**config.mk**
```make
export PLATFORM = sky130hd
export DESIGN_NAME = idiv_post
export DESIGN_NICKNAME = d
export VERILOG_FILES = /design/src/idiv_pkg.sv /design/src/idiv_post.sv
export SDC_FILE = /design/constraint.sdc
export NUM_CORES = 1
export LEC_CHECK = 0
export BUFFER_PORTS_ARGS = -buffer_cell sky130_fd_sc_hd__buf_2
export CORE_ASPECT_RATIO = 1.4
export CORE_MARGIN = 3
export CORE_UTILIZATION = 59
export CTS_BUF_LIST = sky130_fd_sc_hd__clkbuf_16
export DETAILED_ROUTE_END_ITERATION = 6
export MAX_ROUTING_LAYER = met4
export PLACE_DENSITY = 0.86
export SYNTH_ARGS = -nofsm -noshare
export SYNTH_HDL_FRONTEND = slang
export SYNTH_SLANG_ARGS = --single-unit
```
**constraint.sdc**
```tcl
create_clock -name clk -period 6 [get_ports clk]
set_clock_uncertainty 0.15 [all_clocks]
set_input_delay 1.2 -clock clk [delete_from_list [all_inputs] [get_ports clk]]
set_output_delay 1.2 -clock clk [all_outputs]
set_load 0.02 [all_outputs]
```
**src/idiv_pkg.sv**
```systemverilog
package idiv_pkg;

	// width of the operand and result ports
	localparam int DATA_W = 32;

	// operation codes
	localparam logic [1:0] ACT_SQUO = 2'd0;
	localparam logic [1:0] ACT_SREM = 2'd1;
	localparam logic [1:0] ACT_UQUO = 2'd2;
	localparam logic [1:0] ACT_UREM = 2'd3;

	// control that travels with each transaction down the chain
	typedef struct packed {
		logic valid;
		logic neg_q;
		logic neg_r;
		logic zero;
		logic sel_rem;
	} ctl_t;

endpackage

```
**src/idiv_post.sv**
```systemverilog
module idiv_post #(
	parameter int WIDTH = 32
) (
	input  logic                        clk,
	input  logic                        arst_n,
	input  idiv_pkg::ctl_t              ctl_in,
	input  logic [WIDTH-1:0]            rem_in,
	input  logic [WIDTH-1:0]            quo_in,
	output logic                        en,
	output logic                        rsp_valid,
	input  logic                        rsp_ready,
	output logic [idiv_pkg::DATA_W-1:0] result,
	output logic                        div_by_zero
);
	import idiv_pkg::*;

	logic [WIDTH-1:0]  q_fix;
	logic [WIDTH-1:0]  r_fix;
	logic [WIDTH-1:0]  sel;
	logic [DATA_W-1:0] res_new;
	logic              take;
	logic              out_valid_q;
	logic [DATA_W-1:0] out_res_q;
	logic              out_dbz_q;
	logic              skid_valid_q;
	logic [DATA_W-1:0] skid_res_q;
	logic              skid_dbz_q;

	// sign correction and selection
	assign q_fix = ctl_in.neg_q ? (~quo_in + 1'b1) : quo_in;
	assign r_fix = ctl_in.neg_r ? (~rem_in + 1'b1) : rem_in;
	assign sel   = ctl_in.zero ? '0 : (ctl_in.sel_rem ? r_fix : q_fix);

	generate
		if (WIDTH >= DATA_W) begin : g_trunc
			assign res_new = sel[DATA_W-1:0];
		end else begin : g_ext
			assign res_new = {{(DATA_W-WIDTH){1'b0}}, sel};
		end
	endgenerate

	// chain moves whenever the skid slot is free
	assign en   = ~skid_valid_q;
	assign take = ctl_in.valid & en;

	// output register with skid slot
	always_ff @(posedge clk or negedge arst_n) begin
		if (!arst_n) begin
			out_valid_q  <= 1'b0;
			skid_valid_q <= 1'b0;
		end else begin
			priority if (out_valid_q && rsp_ready) begin
				if (skid_valid_q) begin
					skid_valid_q <= 1'b0;
				end else begin
					out_valid_q <= take;
				end
			end else if (!out_valid_q) begin
				out_valid_q <= take;
			end else begin
				if (take) begin
					skid_valid_q <= 1'b1;
				end
			end
		end
	end

	always_ff @(posedge clk) begin
		priority if (out_valid_q && rsp_ready) begin
			if (skid_valid_q) begin
				out_res_q <= skid_res_q;
				out_dbz_q <= skid_dbz_q;
			end else if (take) begin
				out_res_q <= res_new;
				out_dbz_q <= ctl_in.zero;
			end
		end else if (!out_valid_q) begin
			if (take) begin
				out_res_q <= res_new;
				out_dbz_q <= ctl_in.zero;
			end
		end else begin
			if (take) begin
				skid_res_q <= res_new;
				skid_dbz_q <= ctl_in.zero;
			end
		end
	end

	assign rsp_valid   = out_valid_q;
	assign result      = out_res_q;
	assign div_by_zero = out_dbz_q;

endmodule

```
# Word level (Yosys, flattened, before mapping)
# Index checks and enable logic that the tools add are counted.
# Widths: inputs -> output; s select.
[word_totals]
wordCells = 38
inputBits = 72
output_inout_bits = 35
regBits = 68
[classes]
eq_ne = 2
reduce_logical = 5
muxes = 18
addsub = 2
bitwise = 5
[op_table]
columns = ["cell", "n"]
rows = [
  ["$mux 32", 8],
  ["$add 32x1->32 const B", 2],
  ["$not 32->32", 2],
  ["$mux 1", 10],
  ["$reduce_bool 2->1", 2],
  ["$reduce_and 3->1", 1],
  ["$ne 2x1->1 const B", 1],
  ["$ne 2x2->1 const B", 1],
  ["$not 1->1", 2],
  ["$reduce_and 2->1", 1],
  ["$and 1x1->1", 1],
  ["$logic_and 1x1->1", 1],
]

# Logic depth before layout (Yosys ltp)
# Gate-level depths: netlist (run 1).
[logic_depth]
depth_word = 8
ltp_mapped = 9
mapped_depth_nobuf = 8

# Least setup slack after synthesis (run 1)
# Ideal clock, no wire load.
[synth_path]
path_type = "input to register"
start = "in rsp_ready"
end = "reg skid_dbz_q, enable pin"
t_arrival_ns = 3.564
cell_stages = 2
setup_slack_ns = 1.863
path_buffers = 0
setup_ns = 0.423
path_cell_list = "nand2b_1 nor2_1"
[synth_via]
elab_chain_len = 3
[synth_lines]
columns = ["element", "line_no", "rtl"]
rows = [
  ["from (decl)", "idiv_post.sv:11", "input logic rsp_ready,"],
  ["$logic_and 1x1->1", "idiv_post.sv:69", "priority if (out_valid_q && rsp_ready) begin"],
  ["$not 1->1 (no line)", "--", ""],
  ["$reduce_and 3->1 (no line)", "--", ""],
  ["to (signal assigned)", "idiv_post.sv:85", "skid_dbz_q <= ctl_in.zero;"],
  ["to (decl)", "idiv_post.sv:27", "logic skid_dbz_q;"],
]
# Every way passes these cells.
# A chain may end at the register's enable or synchronous reset.

# Final worst setup path (run 1)
[layout_path]
start = "in quo_in[1]"
end = "reg out_res_q[22] (netlist: result[22]) (data pin)"
[layout_via]
elab_chain_len = 8
elab_cells_between_ends = 9
[layout_lines]
columns = ["element", "line_no", "rtl"]
rows = [
  ["from (decl)", "idiv_post.sv:8", "input logic [WIDTH-1:0] quo_in,"],
  ["$not 32->32 (*)", "idiv_post.sv:30", "assign q_fix = ctl_in.neg_q ? (~quo_in + 1'b1) : quo_in;"],
  ["$add 32x1->32 (*)", "idiv_post.sv:30", ""],
  ["$mux 32 (*)", "idiv_post.sv:30", ""],
  ["$mux 32 (*) (2 in a row)", "idiv_post.sv:32", "assign sel = ctl_in.zero ? '0 : (ctl_in.sel_rem ? r_fix : q_fix);"],
  ["named net res_new[22]", "idiv_post.sv:20", "logic [DATA_W-1:0] res_new;"],
  ["$mux 32 (*)", "idiv_post.sv:73, idiv_post.sv:78", ""],
  ["$mux 32 (on tied branches)", "idiv_post.sv:77, idiv_post.sv:70", ""],
  ["$mux 32 (*)", "idiv_post.sv:69", ""],
  ["to (signal assigned)", "idiv_post.sv:71", "out_res_q <= skid_res_q;"],
  ["to (signal assigned)", "idiv_post.sv:74", "out_res_q <= res_new;"],
  ["to (signal assigned)", "idiv_post.sv:79", "out_res_q <= res_new;"],
  ["to (decl)", "idiv_post.sv:23", "logic [DATA_W-1:0] out_res_q;"],
]
# The timed path passes the listed nets; every way through them passes the cells marked *. The select of a mux whose other input is x is not followed.

==> flow_summary_export.csv, run 1 <==
group,metric,value,unit
cts,htree_num_levels,3,
placed_design,dpl-instance-area,0.00536,mm^2
cts,clock_latency,330,ps
floorplan,fp.dieArea,0.00922,mm^2
synthesis,synth_edf_count,66,
job,maxCapViolCount,0,
layout,layout_common_cells,"buf_2, edfxtp_1, nor2_1",
grt,grt_pass1_vias,4458,
sta,finalCritPeriodShare,63.7,%
synthesis,synth-main-ff-cell,"edfxtp_1",
hold_path,hold_path_class,"register to register",
placed_design,gp_congestion,1.02,
sta,setup_ws,2180,ps
floorplan,design.portCount,107,
floorplan,num_rows,38,
layout,design_area,0.00561,mm^2
grt,overflow,0,
power,power_frac_seq,39.5,%
floorplan,core_area,0.00780,mm^2
grt,gr-usage-met3,5.14,%
power,switching_power,799,uW
sta,maxSlewViolCount,0,
grt,grtUsageTotal,34.6,%
synthesis,synthCells,496,
cts,cts_buffers,9,
routing,wire_per_inst,21.2,um
layout,synthToLayoutAreaGrowth,17.5,%
cts,ctsResizeCount,0,
routing,first_pass_iters,5,
floorplan,die_width,82.0,um
setup_path,arrival,3870,ps
setup_path,cp_slowest_cell,"or4b_1",
setup_path,cpMostUsedCell,"or4b_1",
grt,grt_antenna_before_repair,0,
layout,nNetsFinal,664,
floorplan,die_h,112,um
grt,gr-max-usage-layer,"met2",
grt,grt_pass1_wl,23400,um
placed_design,post-place-ws,1880,ps
synthesis,synth_fp_nets,570,
sta,fin_crit,3820,ps
setup_path,path_cells,"buf_2 -> inv_1 -> ha_1 -> or4b_1 -> or4b_1 -> nor4_1 -> mux2_2 -> a2111oi_2 -> o21a_1",
power,internal-power,1.30,mW
routing,via_per_inst,6.69,
grt,met2_usage,53.6,%
cts,post_cts_buffers,0,
synthesis,synthArstFlopShare,2.94,%
grt,met1_usage,44.8,%
cts,clk_pin_slew,50,ps
synthesis,syn_avg_cell_area,9.63,um^2
synthesis,synth_warnings,0,
power,power.density,374,mW/mm^2
cts,tritoncts,"yes",
routing,first_iter_violations,539,
sta,slew-limit-headroom,32.6,%
status,status,"completed",
floorplan,start_util,61.2,%
cts,cts_root_buf,"clkbuf_16",
power,p_leak,2.15,nW
layout,layout-drive-gt1-share,23.5,%
power,irDropWorstVdd,0.319,mV
power,swShare,38.0,%
placed_design,dpl.hpwl,10500,um
setup_path,slowest_delay,590,ps
setup_path,worstPathMaxFanout,7,
synthesis,synth_area,0.00477,mm^2
sta,max_clock_freq,262,MHz
setup_path,cp-end-kind,"register",
sta,setup_violations,0,
setup_path,path_class,"input port to register",
power,clockPowerShare,21.5,%
setup_path,cp.required,6050,ps
cts,clockBufferDepth,2,
setup_path,cp-start-kind,"input port",
cts,postCtsHoldBufs,0,
sta,worst_pin_slew,1010,ps
synthesis,yosysUniqueCellTypes,60,
grt,grt_max_degree,43,
routing,ant_nets,0,
layout,mostFrequentLayoutCell,"buf_2",
cts,cts_sinks,68,
placed_design,port-buffer-count,106,
routing,wirelength,14700,um
power,p_comb_share,39.0,%
routing,drc,0,
synthesis,synth_seq_area_share,42.6,%
sta,final_hold_viol_count,0,
layout,diodes,0,
layout,stdcell_count,695,
placed_design,dpl.cell_count,679,
sta,setup_tns,0,ps
synthesis,synth-seq-cells,68,
sta,rsz0062_at_grt,"false",
routing,vias,4651,
-- flip-flops by register name (all words and copies together) (netlist names) --
register / count
div_by_zero: 1
result: 32
rsp_valid: 1
skid_dbz_q: 1
skid_res_q: 32
skid_valid_q: 1
-- worst max-delay path: cells and delay by family --
kind,cells,cell delay (ps)
buffers and inverters,2,170
AND/OR/NAND/NOR,3,1540
AO/OA/AOI/OAI,2,400
adder cells (fa/ha/maj),1,170
multiplexers,1,390
-- layer usage --
| metal | up-vias | share of wire (%) |
|---|---|---|
| li1 | 2130 | - |
| met3 | 33 | 9.5 |
| met2 | 307 | 50 |
| met1 | 2181 | 38 |
| met5 | - | 0 |
| met4 | 0 | 2.5 |
-- kinds of logic (layout without fill, tap and decap cells) --
logic type,after synthesis,count (layout),synth area share [%]
xor gates and xnor gates,44,44,8.07
and+or+nand+nor,174,174,19.2
AOI/OAI and AO/OA,151,151,22.8
DFF,68,68,42.6
adders and majority gates,2,2,0.524
muxes,16,16,3.38
buffers and inverters,41,140,3.43
-- path summary, 6_finish.rpt --
| check | from | end | slack (ps) | depth (start not counted) |
|---|---|---|---|---|
| setup / recovery | quo_in[1] | result[22] | 2180 | 9 |
| hold / removal | rsp_valid | skid_valid_q | 390 | 1 |
| min in group asynchronous | arst_n | skid_valid_q | 510 | 1 |
| setup reg to reg | skid_valid_q | result[15] | 2700 | 6 |
| max in group asynchronous | arst_n | rsp_valid | 5090 | 1 |
| hold reg to reg | rsp_valid | skid_valid_q | 390 | 1 |
-- metrics by stage --
step | hold slack (ps) | util [%] | power, mW
2_1_floorplan | 394 | - | 1.34
3_3_place_gp | 348 | 68.7 | 1.59
3_5_place_dp | 380 | 68.7 | 1.63
4_1_cts | 397 | 72.0 | 2.10
5_1_grt | 417 | 72.0 | 2.20
6_report | 390 | 72.0 | 2.10
-- cells in the mapped netlist, types with 6 or more instances --
cell      number  area, um^2
mux2i_1       15         150
nor4_1         9        56.3
or4_1         14         105
o22ai_1       22         138
o22a_1        10        87.6
a211oi_1       9        67.6
a31oi_1        7        43.8
or2_2          7        43.8
buf_1          6        22.5
nand3_1        8        40.0
nand2b_1       7        43.8
nor3_1        16        80.1
clkbuf_1      20        75.1
o21ai_0       23         115
xor2_1        22         193
o31ai_1       15         113
o41ai_1        8        70.1
inv_1         11        41.3
nand2_1       33         124
or3_1         21         131
nor2_1        39         146
edfxtp_1      66        1980
xnor2_1       22         193
a21oi_1       14        70.1
o21a_1        10        75.1
and3_1         6        37.5
-- layout make-up --
type,instances,area (um^2)
Clock buffer,9,225
Tap cell,100,125
Timing Repair Buffer,112,576
Clock inverter,7,27.5
Multi-Input combinational cell,387,2580
Sequential cell,68,2030
Inverter,12,45.0
Fill cell,591,2190
-- power by group through the flow --
stage,logic [mW],registers (mW),clock network (mW)
2_1_floorplan,0.374,0.969,0
3_3_place_gp,0.772,0.815,0
3_5_place_dp,0.803,0.828,0
4_1_cts,0.819,0.828,0.449
5_1_grt,0.886,0.842,0.473
6_report,0.819,0.829,0.452
(Power assumes the default switching activity.)
==> run 2: changes to the inputs <==
--- a/config.mk
+++ b/config.mk
@@ -5,14 +5,15 @@
 export SDC_FILE = /design/constraint.sdc
 export NUM_CORES = 1
 export LEC_CHECK = 0
+export ABC_AREA = 1
 export BUFFER_PORTS_ARGS = -buffer_cell sky130_fd_sc_hd__buf_2
 export CORE_ASPECT_RATIO = 1.4
 export CORE_MARGIN = 3
-export CORE_UTILIZATION = 59
+export CORE_UTILIZATION = 56
 export CTS_BUF_LIST = sky130_fd_sc_hd__clkbuf_16
 export DETAILED_ROUTE_END_ITERATION = 6
 export MAX_ROUTING_LAYER = met4
-export PLACE_DENSITY = 0.86
+export PLACE_DENSITY = 0.82
 export SYNTH_ARGS = -nofsm -noshare
 export SYNTH_HDL_FRONTEND = slang
 export SYNTH_SLANG_ARGS = --single-unit
==> constraint.sdc (replaced) <==
create_clock -name clk -period 3.8 [get_ports clk]
set_clock_uncertainty 0.15 [all_clocks]
set_input_delay 0.76 -clock clk [delete_from_list [all_inputs] [get_ports clk]]
set_output_delay 0.76 -clock clk [all_outputs]
set_load 0.02 [all_outputs]
==> run 2 against run 1 <==
Synthesized cell count rose by 43%. Die area grew 11%. Worst setup slack got worse by 730 ps. Combinational power up 29%. Largest power group unchanged.
==> flow_summary_export.csv, run 2 <==
group,metric,value,unit
status,status,"completed",
floorplan,die_width,86.3,um
setup_path,arrival,2260,ps
layout,layout_common_cells,"nand2_1, nand3_1, inv_1, buf_2, nor2_1",
cts,clock_latency,330,ps
routing,wire_per_inst,16.3,um
cts,post_cts_buffers,0,
job,maxCapViolCount,0,
power,irDropWorstVdd,0.512,mV
placed_design,dpl.hpwl,11400,um
cts,htree_num_levels,3,
power,power.density,503,mW/mm^2
layout,diodes,0,
synthesis,ys_top_cells_by_count,"nand2_1, nand3_1, inv_1",
layout,nNetsFinal,881,
cts,cts_root_buf,"clkbuf_16",
routing,via_per_inst,5.80,
layout,layout-drive-gt1-share,19.6,%
sta,max_clock_freq,424,MHz
layout,fin_util,67.7,%
setup_path,slowest_delay,230,ps
placed_design,post-place-ws,1130,ps
routing,first_iter_violations,453,
setup_path,crit_family,"simple AND/OR/NAND/NOR gates",
power,switching_power,1.09,mW
synthesis,synth_seq_area_share,40.2,%
synthesis,synth_edf_count,66,
synthesis,synth-main-ff-cell,"edfxtp_1",
power,internal-power,1.87,mW
sta,rsz0062_at_grt,"false",
synthesis,synth-seq-cells,68,
setup_path,path_class,"input port to register",
sta,final_hold_viol_count,0,
setup_path,path_cells,"buf_2 -> inv_1 -> ha_1 -> nand3_1 -> nor2_4 -> nand4_1 -> nand2_2 -> nand2_1 -> nand2_1 -> nand3_1 -> nand3_1 -> a21oi_1",
placed_design,gp_congestion,0.951,
sta,setup_violations,0,
synthesis,synthTopCellsByArea,"edfxtp_1, nand3_1, nand2_1, inv_1, nor2_1",
routing,wirelength,14900,um
synthesis,yosysMostFrequentCell,"nand2_1",
setup_path,path_buf_inv,2,
cts,clockBufferDepth,2,
grt,grt_pass1_wl,23700,um
synthesis,yosys.area.top_type,"edfxtp_1",
synthesis,synth_fp_nets,785,
setup_path,cp-end-kind,"register",
cts,tritoncts,"yes",
floorplan,core_area,0.00871,mm^2
setup_path,cp-start-kind,"input port",
sta,setup_ws,1440,ps
power,p_comb_share,35.6,%
hold_path,hold_path_class,"input port to asynchronous set/reset pin",
power,p_leak,2.82,nW
routing,drc,0,
sta,worst_pin_slew,782,ps
floorplan,fp.dieArea,0.0102,mm^2
routing,vias,5317,
setup_path,worstPathMaxFanout,8,
cts,postCtsHoldBufs,0,
sta,maxSlewViolCount,0,
setup_path,cp_slowest_cell,"nor2_4",
layout,stdcell_count,917,
sta,slew-limit-headroom,47.8,%
placed_design,dpl.cell_count,901,
grt,grt_antenna_before_repair,0,
power,clockPowerShare,23.5,%
synthesis,synth_warnings,0,
power,swShare,36.8,%
synthesis,synthCells,711,
power,power_frac_seq,40.8,%
setup_path,cp.required,3710,ps
layout,synthToLayoutAreaGrowth,16.5,%
layout,mostFrequentLayoutCell,"nand2_1",
routing,ant_nets,0,
synthesis,synth_area,0.00506,mm^2
placed_design,port-buffer-count,106,
sta,finalCritPeriodShare,62.0,%
cts,cts_buffers,9,
grt,grt_max_degree,38,
sta,setup_tns,0,ps
synthesis,synth_top_area_share,39.2,%
sta,fin_crit,2360,ps
floorplan,die_h,118,um
grt,grtUsageTotal,30.0,%
cts,clk_pin_slew,50,ps
setup_path,cpMostUsedCell,"nand3_1",
grt,grt_pass1_vias,5024,
cts,ctsResizeCount,0,
routing,first_pass_iters,5,
synthesis,syn_avg_cell_area,7.12,um^2
floorplan,start_util,58.1,%
sta,fin_hold_ws,63.1,ps
grt,overflow,0,
cts,cts_sinks,68,
synthesis,yosysUniqueCellTypes,39,
floorplan,design.portCount,107,
floorplan,num_rows,40,
synthesis,synthArstFlopShare,2.94,%
run 2: cell types whose count changed after synthesis, sizes merged, moves of 16 or more:
cell   previous run  this run
inv              11       110
xor2             22         0
nor2             39        80
nand3             8       131
or4              16         0
a21oi            14        44
nand2            33       146
or3              21         1
xnor2            22         0
run 2: final cells by class:
type / instances / area, um^2
fillers: 780 / 2810
multi-input cells: 506 / 2480
flip-flops and latches: 68 / 2030
repair buffers: 111 / 581
inverters: 111 / 417
clock buffers: 9 / 225
well taps: 105 / 131
clock inverters: 7 / 28.8
run 2: cell families after synthesis:
| logic type | after synthesis | share of synthesized area, % |
|---|---|---|
| flops | 68 | 40.2 |
| compound gates | 113 | 12.6 |
| simple gates | 391 | 35.9 |
| buf+inv | 137 | 10.9 |
| fa+ha+maj | 2 | 0.494 |
run 2: worst paths after layout:
kind | from | end | slack [ps] | cells after the start
setup / recovery | quo_in[1] | result[28] | 1440 | 12
hold / removal | arst_n | skid_valid_q | 60 | 1
setup reg to reg | rsp_valid | result[11] | 1710 | 7
hold reg to reg | skid_valid_q | skid_valid_q | 370 | 2
max in group asynchronous | arst_n | rsp_valid | 3340 | 1
min in group clk | skid_valid_q | skid_valid_q | 370 | 2
run 2: layer usage:
metal | track usage (%) | vias up | share of wire, %
met4 | 13.5 | 0 | 3.4
li1 | - | 2606 | -
met3 | 2.65 | 37 | 7.3
met5 | - | - | 0
met1 | 37.7 | 2404 | 39
met2 | 48.7 | 270 | 50
run 2: per-stage QoR:
step                      power (mW)  cell area, um^2
after detailed placement        2.27             5640
after global routing            3.11             5890
after CTS                       2.97             5890
after floorplan                 1.89             5060
final                           2.96             5890
after global placement          2.22             5640
run 2: worst register-to-register path, delay by kind of cell, from the launching register on:
kind,cells,cell delay (ps)
and+or+nand+nor,3,310
DFF,1,400
AOI/OAI and AO/OA,2,260
buffers and inverters,2,690
run 2: power by group through the flow:
| stage | registers, mW | clock network [mW] | logic (mW) |
|---|---|---|---|
| after floorplan | 1.41 | 0 | 0.482 |
| after global placement | 1.21 | 0 | 1.01 |
| after detailed placement | 1.22 | 0 | 1.05 |
| after CTS | 1.21 | 0.702 | 1.05 |
| after global routing | 1.23 | 0.736 | 1.15 |
| final | 1.21 | 0.698 | 1.06 |
==> run 3: changes to the inputs <==
==> constraint.sdc (replaced) <==
create_clock -name clk -period 2.44 [get_ports clk]
set_clock_uncertainty 0.15 [all_clocks]
set_input_delay 0.488 -clock clk [delete_from_list [all_inputs] [get_ports clk]]
set_output_delay 0.488 -clock clk [all_outputs]
set_load 0.02 [all_outputs]
==> run 3 against run 2 <==
Critical path depth did not move. Sequential cell count did not move. Via count rose by 2.5%. Sequential power rose by 56%. Critical endpoint is now result[30].
==> flow_summary_export.csv, run 3 (synthesis results as in run 2) <==
group,metric,value,unit
setup_path,cp_slowest_cell,"nand4_1",
cts,cts_buffers,9,
layout,layout-drive-gt1-share,21.0,%
cts,clock_latency,330,ps
power,p_leak,2.88,nW
sta,finalCritPeriodShare,84.7,%
cts,post_cts_buffers,0,
sta,setup_tns,0,ps
setup_path,worstPathMaxFanout,7,
setup_path,r2r_slack,500,ps
setup_path,r2r-start,"rsp_valid",
routing,wire_per_inst,16.9,um
routing,wirelength,15600,um
layout,layout_common_cells,"nand2_1, nand3_1, buf_2",
floorplan,num_rows,40,
layout,design_area,0.00603,mm^2
setup_path,cp-start-kind,"input port",
grt,grt_pass1_wl,24600,um
floorplan,core_area,0.00871,mm^2
sta,worst_pin_slew,656,ps
setup_path,cp.required,2340,ps
placed_design,port-buffer-count,106,
job,maxCapViolCount,0,
setup_path,r2r-end,"result[6]",
floorplan,die_h,118,um
layout,nNetsFinal,889,
layout,synthToLayoutAreaGrowth,19.1,%
cts,clk_pin_slew,60,ps
grt,grt_pass1_vias,5238,
sta,rsz0062_at_grt,"false",
cts,cts_root_buf,"clkbuf_16",
grt,grtUsageTotal,31.2,%
cts,htree_num_levels,3,
placed_design,dpl-instance-area,0.00570,mm^2
routing,ant_nets,0,
sta,maxSlewViolCount,0,
setup_path,cpMostUsedCell,"nand3_1",
layout,fin_util,69.2,%
floorplan,fp.dieArea,0.0102,mm^2
setup_path,path_class,"input port to register",
cts,clockBufferDepth,2,
sta,setup_ws,374,ps
sta,setup_violations,0,
placed_design,post-place-ws,79.4,ps
layout,diodes,0,
grt,overflow,0,
power,finalPower,4.90,mW
setup_path,arrival,1960,ps
placed_design,gp_congestion,0.952,
cts,ctsResizeCount,0,
floorplan,design.portCount,107,
sta,max_clock_freq,484,MHz
setup_path,crit_path_end,"result[30]",
setup_path,slowest_delay,200,ps
routing,first_iter_violations,449,
cts,cts_sinks,68,
grt,grt_max_degree,38,
layout,stdcell_count,925,
sta,fin_crit,2070,ps
power,power.density,813,mW/mm^2
sta,slew-limit-headroom,56.2,%
status,status,"completed",
placed_design,dpl.cell_count,908,
routing,via_per_inst,5.89,
layout,nFillCells,744,
floorplan,die_width,86.3,um
setup_path,cp-end-kind,"register",
setup_path,crit_start,"rem_in[0]",
setup_path,reg2regPathDepth,7,
routing,drc,0,
placed_design,dpl.hpwl,11700,um
sta,final_hold_viol_count,0,
routing,vias,5452,
grt,grt_antenna_before_repair,0,
routing,first_pass_iters,5,
cts,tritoncts,"yes",
sta,fin_hold_ws,354,ps
floorplan,start_util,58.1,%
setup_path,path_cells,"buf_2 -> inv_1 -> ha_1 -> nand2_1 -> nor2_1 -> nand4_1 -> nand2_2 -> nand3_1 -> nand2_1 -> nand3_1 -> nand3_1 -> a21oi_1",
layout,mostFrequentLayoutCell,"nand2_1",
power,irDropWorstVdd,0.929,mV
hold_path,hold_path_class,"input port to asynchronous set/reset pin",
==> run 3: cell types whose count changed in the layout (fill, tap and decap cells not counted), sizes merged <==
cell	change
clkinvlp	+1
buf	+7
inv	-3
dlygate4sd3	+1
bufinv	+2
==> run 3: area by class of cell <==
| class | instances | area, um^2 | share of cell area, % |
|---|---|---|---|
| multi-input cells | 506 | 2490 | 41.3 |
| clock buffers | 9 | 225 | 3.74 |
| repair buffers | 119 | 643 | 10.7 |
| well taps | 105 | 131 | 2.18 |
| inverters | 111 | 417 | 6.91 |
| flip-flops and latches | 68 | 2030 | 33.7 |
| clock inverters | 7 | 91.3 | 1.52 |
==> run 3: per-layer routing <==
metal	share of wire, %	track usage (%)
met1	39	37.4
met2	52	52.5
met3	6.4	3.07
met4	3.0	14.0
met5	0	-
==> run 3: where the power goes <==
part	total [mW]	internal [mW]	switching, mW
Clock	1.35	0.889	0.464
Sequential	1.89	1.72	0.165
Combinational	1.66	0.534	1.13
Total	4.90	3.14	1.76
==> run 3: repair_timing <==
action	4_1_cts	5_1_grt
endpoints found under the setup margin	0	0
hold endpoints to repair	2	0
hold buffers	1	0
==> run 3: worst max-delay path, delay by kind of cell <==
kind	cells	cell delay (ps)
AOI/OAI and AO/OA	1	90
adders and majority gates	1	190
buffers and inverters	2	180
and+or+nand+nor	8	1020
==> run 3: worst min path at each step <==
stage / startpoint / end / slack (ps)
4_1_cts: arst_n / rsp_valid / 320
3_3_place_gp: arst_n / rsp_valid / 120
2_1_floorplan: arst_n / rsp_valid / 40
6_report: arst_n / rsp_valid / 350
3_5_place_dp: arst_n / rsp_valid / 130
5_1_grt: arst_n / rsp_valid / 350
